`config.mk`:
```
export PLATFORM = sky130hd
export DESIGN_NAME = sequential_list_engine
export DESIGN_NICKNAME = d
export VERILOG_FILES = /design/src/rtl/core/sle_pkg.sv /design/src/rtl/core/sequential_list_engine.sv
export SDC_FILE = /design/constraint.sdc
export NUM_CORES = 2
export LEC_CHECK = 0
export BUFFER_PORTS_ARGS = -buffer_cell sky130_fd_sc_hd__clkbuf_2
export CORE_ASPECT_RATIO = 0.6
export CORE_MARGIN = 3
export CORE_UTILIZATION = 40
export DETAILED_ROUTE_END_ITERATION = 8
export PLACE_DENSITY_LB_ADDON = 0.05
export SLEW_MARGIN = 25
export SYNTH_ARGS = -nofsm -noshare
export SYNTH_HDL_FRONTEND = slang
export SYNTH_SLANG_ARGS = --single-unit
```
`constraint.sdc`:
```
create_clock -name clk -period 4.8 [get_ports clk]
set_input_delay 0.96 -clock clk [delete_from_list [all_inputs] [get_ports clk]]
set_output_delay 0.96 -clock clk [all_outputs]
set_load 0.02 [all_outputs]
```
`src/rtl/core/sle_pkg.sv`:
```
// ----------------------------------------------------------------------------
// Sequential list engine package
// Shared constants: default capacity and request action codes.
// ----------------------------------------------------------------------------
package sle_pkg;

	localparam int CAPACITY_DEF = 32;

	typedef enum logic [1:0] {
		ACT_INSERT = 2'd0,
		ACT_DELETE = 2'd1,
		ACT_UPDATE = 2'd2,
		ACT_LOCATE = 2'd3
	} action_t;

endpackage

```
`src/rtl/core/sequential_list_engine.sv`:
```
// ----------------------------------------------------------------------------
// Sequential list engine
// Ordered list of 32-bit values in one synchronous memory with a length
// count: insert, delete, update and locate by value, one request at a time.
// ----------------------------------------------------------------------------
//  channel  dir  handshake           payload
//  s_*      in   s_tvalid/s_tready   action, position, value
//  m_*      out  m_tvalid/m_tready   ok, removed_value, found_position, list_length
//
//  Update and a rejected position go straight to the result; insert moves
//  the entries from the end down to position up by one, delete moves the
//  entries after position down by one, and locate compares from the head on:
//  the single memory moves or compares one entry a cycle.
//  After reset a fill pass loads entry k with k+1;
//  s_tready stays low during it. A stalled result holds in the output
//  register while the next request is taken.
// ----------------------------------------------------------------------------
module sequential_list_engine #(
	parameter int CAPACITY = sle_pkg::CAPACITY_DEF
) (
	input  logic        clk,
	input  logic        arst_n,
	input  logic        s_tvalid,
	output logic        s_tready,
	input  logic [39:0] s_tdata,   // action[1:0], position[7:2], value[39:8]
	output logic        m_tvalid,
	input  logic        m_tready,
	output logic [47:0] m_tdata    // ok[0], removed_value[32:1],
	                               // found_position[38:33], list_length[44:39], zero fill
);

	localparam int AW = (CAPACITY > 1) ? $clog2(CAPACITY) : 1;
	localparam int CW = $clog2(CAPACITY + 1);
	localparam int PW = ((CW > 6) ? CW : 6) + 1;

	typedef enum logic [2:0] {
		ST_CLEAR, ST_IDLE, ST_INS, ST_PUT, ST_DEL, ST_LOC, ST_FIN
	} state_t;

	state_t        state_q;
	logic [AW-1:0] cur_q;
	logic [CW-1:0] count_q;
	logic [5:0]    pos_q;
	logic [31:0]   val_q;
	logic          first_q;
	logic          res_ok_q;
	logic [31:0]   res_rem_q;
	logic [5:0]    res_found_q;

	logic [31:0]   mem [CAPACITY];
	logic [31:0]   rd_data_s1;
	logic          mem_we;
	logic [AW-1:0] mem_waddr;
	logic [AW-1:0] mem_raddr;
	logic [31:0]   mem_wdata;

	logic [1:0]    in_action;
	logic [5:0]    in_position;
	logic [31:0]   in_value;
	logic [PW-1:0] in_pos_w;
	logic [PW-1:0] count_w;
	logic [PW-1:0] pos_w;
	logic [PW-1:0] cur_w;
	logic [PW-1:0] found_w;
	logic          ins_ok;
	logic          pos_ok;

	// Unpack the request and widen counts for compares
	assign in_action   = s_tdata[1:0];
	assign in_position = s_tdata[7:2];
	assign in_value    = s_tdata[39:8];
	assign in_pos_w    = PW'(in_position);
	assign count_w     = PW'(count_q);
	assign pos_w       = PW'(pos_q);
	assign cur_w       = PW'(cur_q);
	assign found_w     = cur_w + PW'(1);

	assign ins_ok = (in_pos_w != '0) && (in_pos_w <= count_w + PW'(1))
		&& (count_w < PW'(CAPACITY));
	assign pos_ok = (in_pos_w != '0) && (in_pos_w <= count_w);

	assign s_tready = (state_q == ST_IDLE);

	// Memory port control
	always_comb begin
		mem_we    = 1'b0;
		mem_waddr = cur_q;
		mem_wdata = val_q;
		mem_raddr = cur_q;
		unique case (state_q)
			ST_CLEAR: begin
				mem_we    = 1'b1;
				mem_wdata = 32'(found_w);
			end
			ST_IDLE: begin
				if (s_tvalid) begin
					unique case (sle_pkg::action_t'(in_action))
						sle_pkg::ACT_INSERT: mem_raddr = AW'(count_w - PW'(1));
						sle_pkg::ACT_DELETE: mem_raddr = AW'(in_pos_w - PW'(1));
						sle_pkg::ACT_UPDATE: begin
							mem_we    = pos_ok;
							mem_waddr = AW'(in_pos_w - PW'(1));
							mem_wdata = in_value;
						end
						sle_pkg::ACT_LOCATE: mem_raddr = '0;
						default: mem_raddr = cur_q;
					endcase
				end
			end
			ST_INS: begin
				mem_we    = 1'b1;
				mem_waddr = AW'(found_w);
				mem_wdata = rd_data_s1;
				mem_raddr = AW'(cur_w - PW'(1));
			end
			ST_PUT: begin
				mem_we    = 1'b1;
				mem_waddr = AW'(pos_w - PW'(1));
			end
			ST_DEL: begin
				mem_we    = !first_q;
				mem_waddr = AW'(cur_w - PW'(1));
				mem_wdata = rd_data_s1;
				mem_raddr = AW'(found_w);
			end
			ST_LOC: mem_raddr = AW'(found_w);
			ST_FIN: mem_raddr = cur_q;
			default: mem_raddr = cur_q;
		endcase
	end

	// List storage, one write and one registered read a cycle
	always_ff @(posedge clk) begin
		if (mem_we) begin
			mem[mem_waddr] <= mem_wdata;
		end
		rd_data_s1 <= mem[mem_raddr];
	end

	// Sequencer and output register
	always_ff @(posedge clk or negedge arst_n) begin
		if (!arst_n) begin
			state_q     <= ST_CLEAR;
			cur_q       <= '0;
			count_q     <= '0;
			pos_q       <= '0;
			val_q       <= '0;
			first_q     <= 1'b0;
			res_ok_q    <= 1'b0;
			res_rem_q   <= '0;
			res_found_q <= '0;
			m_tvalid    <= 1'b0;
			m_tdata     <= '0;
		end else begin
			// load a finished result, or drop the result once taken
			if (state_q == ST_FIN && (!m_tvalid || m_tready)) begin
				m_tvalid <= 1'b1;
			end else if (m_tvalid && m_tready) begin
				m_tvalid <= 1'b0;
			end
			unique case (state_q)
				ST_CLEAR: begin
					if (cur_w == PW'(CAPACITY - 1)) begin
						count_q <= CW'(CAPACITY);
						cur_q   <= '0;
						state_q <= ST_IDLE;
					end else begin
						cur_q <= cur_q + AW'(1);
					end
				end
				ST_IDLE: begin
					if (s_tvalid) begin
						pos_q       <= in_position;
						val_q       <= in_value;
						res_ok_q    <= 1'b0;
						res_rem_q   <= '0;
						res_found_q <= '0;
						state_q     <= ST_FIN;
						unique case (sle_pkg::action_t'(in_action))
							sle_pkg::ACT_INSERT: begin
								if (ins_ok) begin
									if (in_pos_w <= count_w) begin
										cur_q   <= AW'(count_w - PW'(1));
										state_q <= ST_INS;
									end else begin
										state_q <= ST_PUT;
									end
								end
							end
							sle_pkg::ACT_DELETE: begin
								if (pos_ok) begin
									cur_q   <= AW'(in_pos_w - PW'(1));
									first_q <= 1'b1;
									state_q <= ST_DEL;
								end
							end
							sle_pkg::ACT_UPDATE: res_ok_q <= pos_ok;
							sle_pkg::ACT_LOCATE: begin
								if (count_q != '0) begin
									cur_q   <= '0;
									state_q <= ST_LOC;
								end
							end
							default: state_q <= ST_FIN;
						endcase
					end
				end
				ST_INS: begin
					// move entries up, the last one moved is the one from the insert slot
					if (cur_w == pos_w - PW'(1)) begin
						state_q <= ST_PUT;
					end else begin
						cur_q <= cur_q - AW'(1);
					end
				end
				ST_PUT: begin
					count_q  <= count_q + CW'(1);
					res_ok_q <= 1'b1;
					state_q  <= ST_FIN;
				end
				ST_DEL: begin
					first_q <= 1'b0;
					if (first_q) begin
						res_rem_q <= rd_data_s1;
					end
					if (cur_w == count_w - PW'(1)) begin
						count_q  <= count_q - CW'(1);
						res_ok_q <= 1'b1;
						state_q  <= ST_FIN;
					end else begin
						cur_q <= cur_q + AW'(1);
					end
				end
				ST_LOC: begin
					if (rd_data_s1 == val_q) begin
						res_ok_q    <= 1'b1;
						res_found_q <= found_w[5:0];
						state_q     <= ST_FIN;
					end else if (cur_w == count_w - PW'(1)) begin
						state_q <= ST_FIN;
					end else begin
						cur_q <= cur_q + AW'(1);
					end
				end
				ST_FIN: begin
					// hold until the output register is free
					if (!m_tvalid || m_tready) begin
						m_tdata <= {3'b000, count_w[5:0], res_found_q, res_rem_q, res_ok_q};
						state_q <= ST_IDLE;
					end
				end
				default: state_q <= ST_IDLE;
			endcase
		end
	end

endmodule

```
==> summary.md <==
| Metric | Value |
|---|---|
| Critical path launch point type | flip-flop |
| Cell variety after synth | 81 |
| Fin area | 57100 µm² |
| Flops & latches, synth | 1194 |
| Die area | 128000 µm² |
| Period utilization | 86.1% |
| Number of nets still failing antenna checks after routing | 0 |
| Setup TNS | 0 ps |
| Synth area leader | edfxtp_1 |
| Gr usage total | 21.9% |
| DR pass1 iterations | 7 |
| Fmax | 242 MHz |
| Reg2Reg Setup Slack | 670 ps |
| Routed via count | 27537 |
| Endpoints failing hold | 0 |
| Placed inst area | 53300 µm² |
| Synth area leaders | edfxtp_1 62%, mux2i_1 14%, dfrtp_1 7.0% |
| Min cycle time layout | 4130 ps |
| RSZ-0062 raised after global routing | false |
| Pin count of the biggest net entering global routing | 92 |
| CTS clk-pin slew, worst paths | 70 ps |
| DRC | 0 |
| Dpl hpwl | 93000 µm |
| Vias in the first global route | 27441 |
| Cts-stage hold buffer count | 0 |
| Rows | 99 |
| CTS tree | done |
| Core area | 122000 µm² |
| Clk_skew | 31.8 ps |
| Setup Crit Path Kind | reg -> reg |
| Synth Cell Area | 49500 µm² |
| Die Height | 278 µm |
| Worst path top cell family by delay | simple AND/OR/NAND/NOR gates |
| Pins Over Slew Limit | 0 |
| Worst Path Buf+Inv | 4 |
| CP Max Fanout | 19 |
| Crit end category | flip-flop |
| Clock Tree Root | clkbuf_16 |
| Sequential share of the synthesized area | 70.4% |
| Max cap viols | 0 |
| Util after Layout | 46.8% |
| Maximum clock insertion buffer count | 3 |
| Post-synth top area share | 62.1% |
| Clock Latency Late Sink | 730 ps |
| Post-synth EDFFs | 1024 |
| Footprint of the multi-input gates | 13800 µm² |
| Worst Tran Pin Value | 978 ps |
| FF/Latch Area | 34800 µm² |
| Hold Slack | 308 ps |
| # port buffers | 90 |
| Cells after Synth | 3020 |
| Clk sinks | 1194 |
| Endpoints failing setup | 0 |
| Critical path data arrival time | 4550 ps |
| Max stage delay on crit path | 590 ps |
| Initial antenna violation count | 2 |
| Area growth, synth to finish | 15.4% |
| TritonCTS buffer count | 114 |
| H-tree depth | 3 |
| Slew headroom | 34.7% |
| Wire per inst | 28.6 µm |
| Outcome | finished clean |
| Placer Congestion | 0.932 |
| Syn avg cell area | 16.4 µm² |
| Min-delay worst type | in -> async |
| Crit path required time | 5210 ps |
| Cell with the most instances after synthesis | edfxtp_1 |
| Setup Buffers After CTS | 0 |
| Die X | 460 µm |
| # IOs | 94 |
| First-pass GRT wire length | 202000 µm |
| Via density | 5.57 |
| Post_cts resized | 0 |
| Fillers | 10352 |
| Top FF cell, synth | edfxtp_1 |
| Remaining Overflow, GRT | 0 |
| Crit-path cells | buf_4 -> nor2b_1 -> buf_4 -> nand2_1 -> inv_1 -> nor2_1 -> a21oi_1 -> nor2_1 -> a21oi_1 -> nand2_1 -> nor2_4 -> buf_12 |
| Detailed router's first-iteration violation count | 2963 |
| Crit-path slowest cell | dfrtp_1 |
| Final nets | 3291 |
| Syn. warnings | 0 |
| Initial Util | 40.5% |
| Async SR Flop Fraction | 11.6% |
| Post-synth top cells | 1024 x edfxtp_1, 707 x mux2i_1, 138 x dfrtp_1 |
| Final WL | 141000 µm |
| Layout cells sized above 1 | 18.2% |
-- registers in the layout, summed over array words and instances, names as in the netlist --
register     flops
pos_q            6
m_tvalid         1
res_found_q      6
first_q          1
mem           1024
m_tdata         45
res_rem_q       32
state_q          3
count_q          6
val_q           32
res_ok_q         1
rd_data_s1      32
cur_q            5
-- per-layer routing --
metal,track usage (%),up-vias,part of all wire (%)
met4,4.21,0,1.7
met5,0,-,0
met2,31.2,753,42
li1,-,12207,-
met3,4.52,156,6.3
met1,34.5,14421,50
-- final timing paths --
check,start,endpoint,depth (start not counted)
setup / recovery,state_q[2],mem[31][0],12
max in group asynchronous,arst_n,res_rem_q[21],2
hold reg to reg,res_rem_q[1],res_rem_q[1],2
min in group clk,res_rem_q[1],res_rem_q[1],2
hold / removal,arst_n,count_q[0],1
setup reg to reg,state_q[2],mem[31][0],12
-- layout by cell type (no fill, tap or decap), drive strengths merged, types with 7 or more instances in the layout --
cell and n:
xor2 40, dfrtp 138, o22ai 103, nor2b 12, a22oi 73, nand2b 11
nor3b 7, clkbuf 259, and2 7, mux2 81, a21oi 32, nand3b 7
clkinv 31, nand3 44, xnor2 24, edfxtp 1024, o21ai 37, dfxtp 32
mux2i 707, a222oi 27, a21boi 33, nor2 77, inv 51, bufinv 11
ha 23, nand2 116, nor4 42, nor3 13, buf 172
-- cell type report --
type                            count  share of cell area [%]
Clock inverter                     46                   0.938
Timing Repair Buffer              261                    4.33
Clock buffer                      170                    5.72
Antenna cell                        5                  0.0219
Sequential cell                  1194                    61.0
Tap cell                         1616                    3.54
Multi-Input combinational cell   1604                    24.1
Inverter                           48                   0.316
-- kinds of logic after synthesis --
| group | share of synthesized area, % |
|---|---|
| XOR/XNOR | 1.13 |
| buffers and inverters | 2.47 |
| flip-flops | 70.4 |
| multiplexers | 16.1 |
| AND/OR/NAND/NOR | 3.91 |
| adder cells (fa/ha/maj) | 0.622 |
| AO/OA/AOI/OAI | 5.29 |
| other | 0.00758 |
-- per-stage QoR --
step | std cells | setup slack (ps)
global placement | 4722 | 416
CTS | 4938 | 734
finish | 4944 | 665
detailed placement | 4722 | 422
floorplan | 3022 | 50.9
global route | 4939 | 453
Power is not shown: default switching activity piles up to over one toggle a cycle in this logic, so the estimate is an artifact.
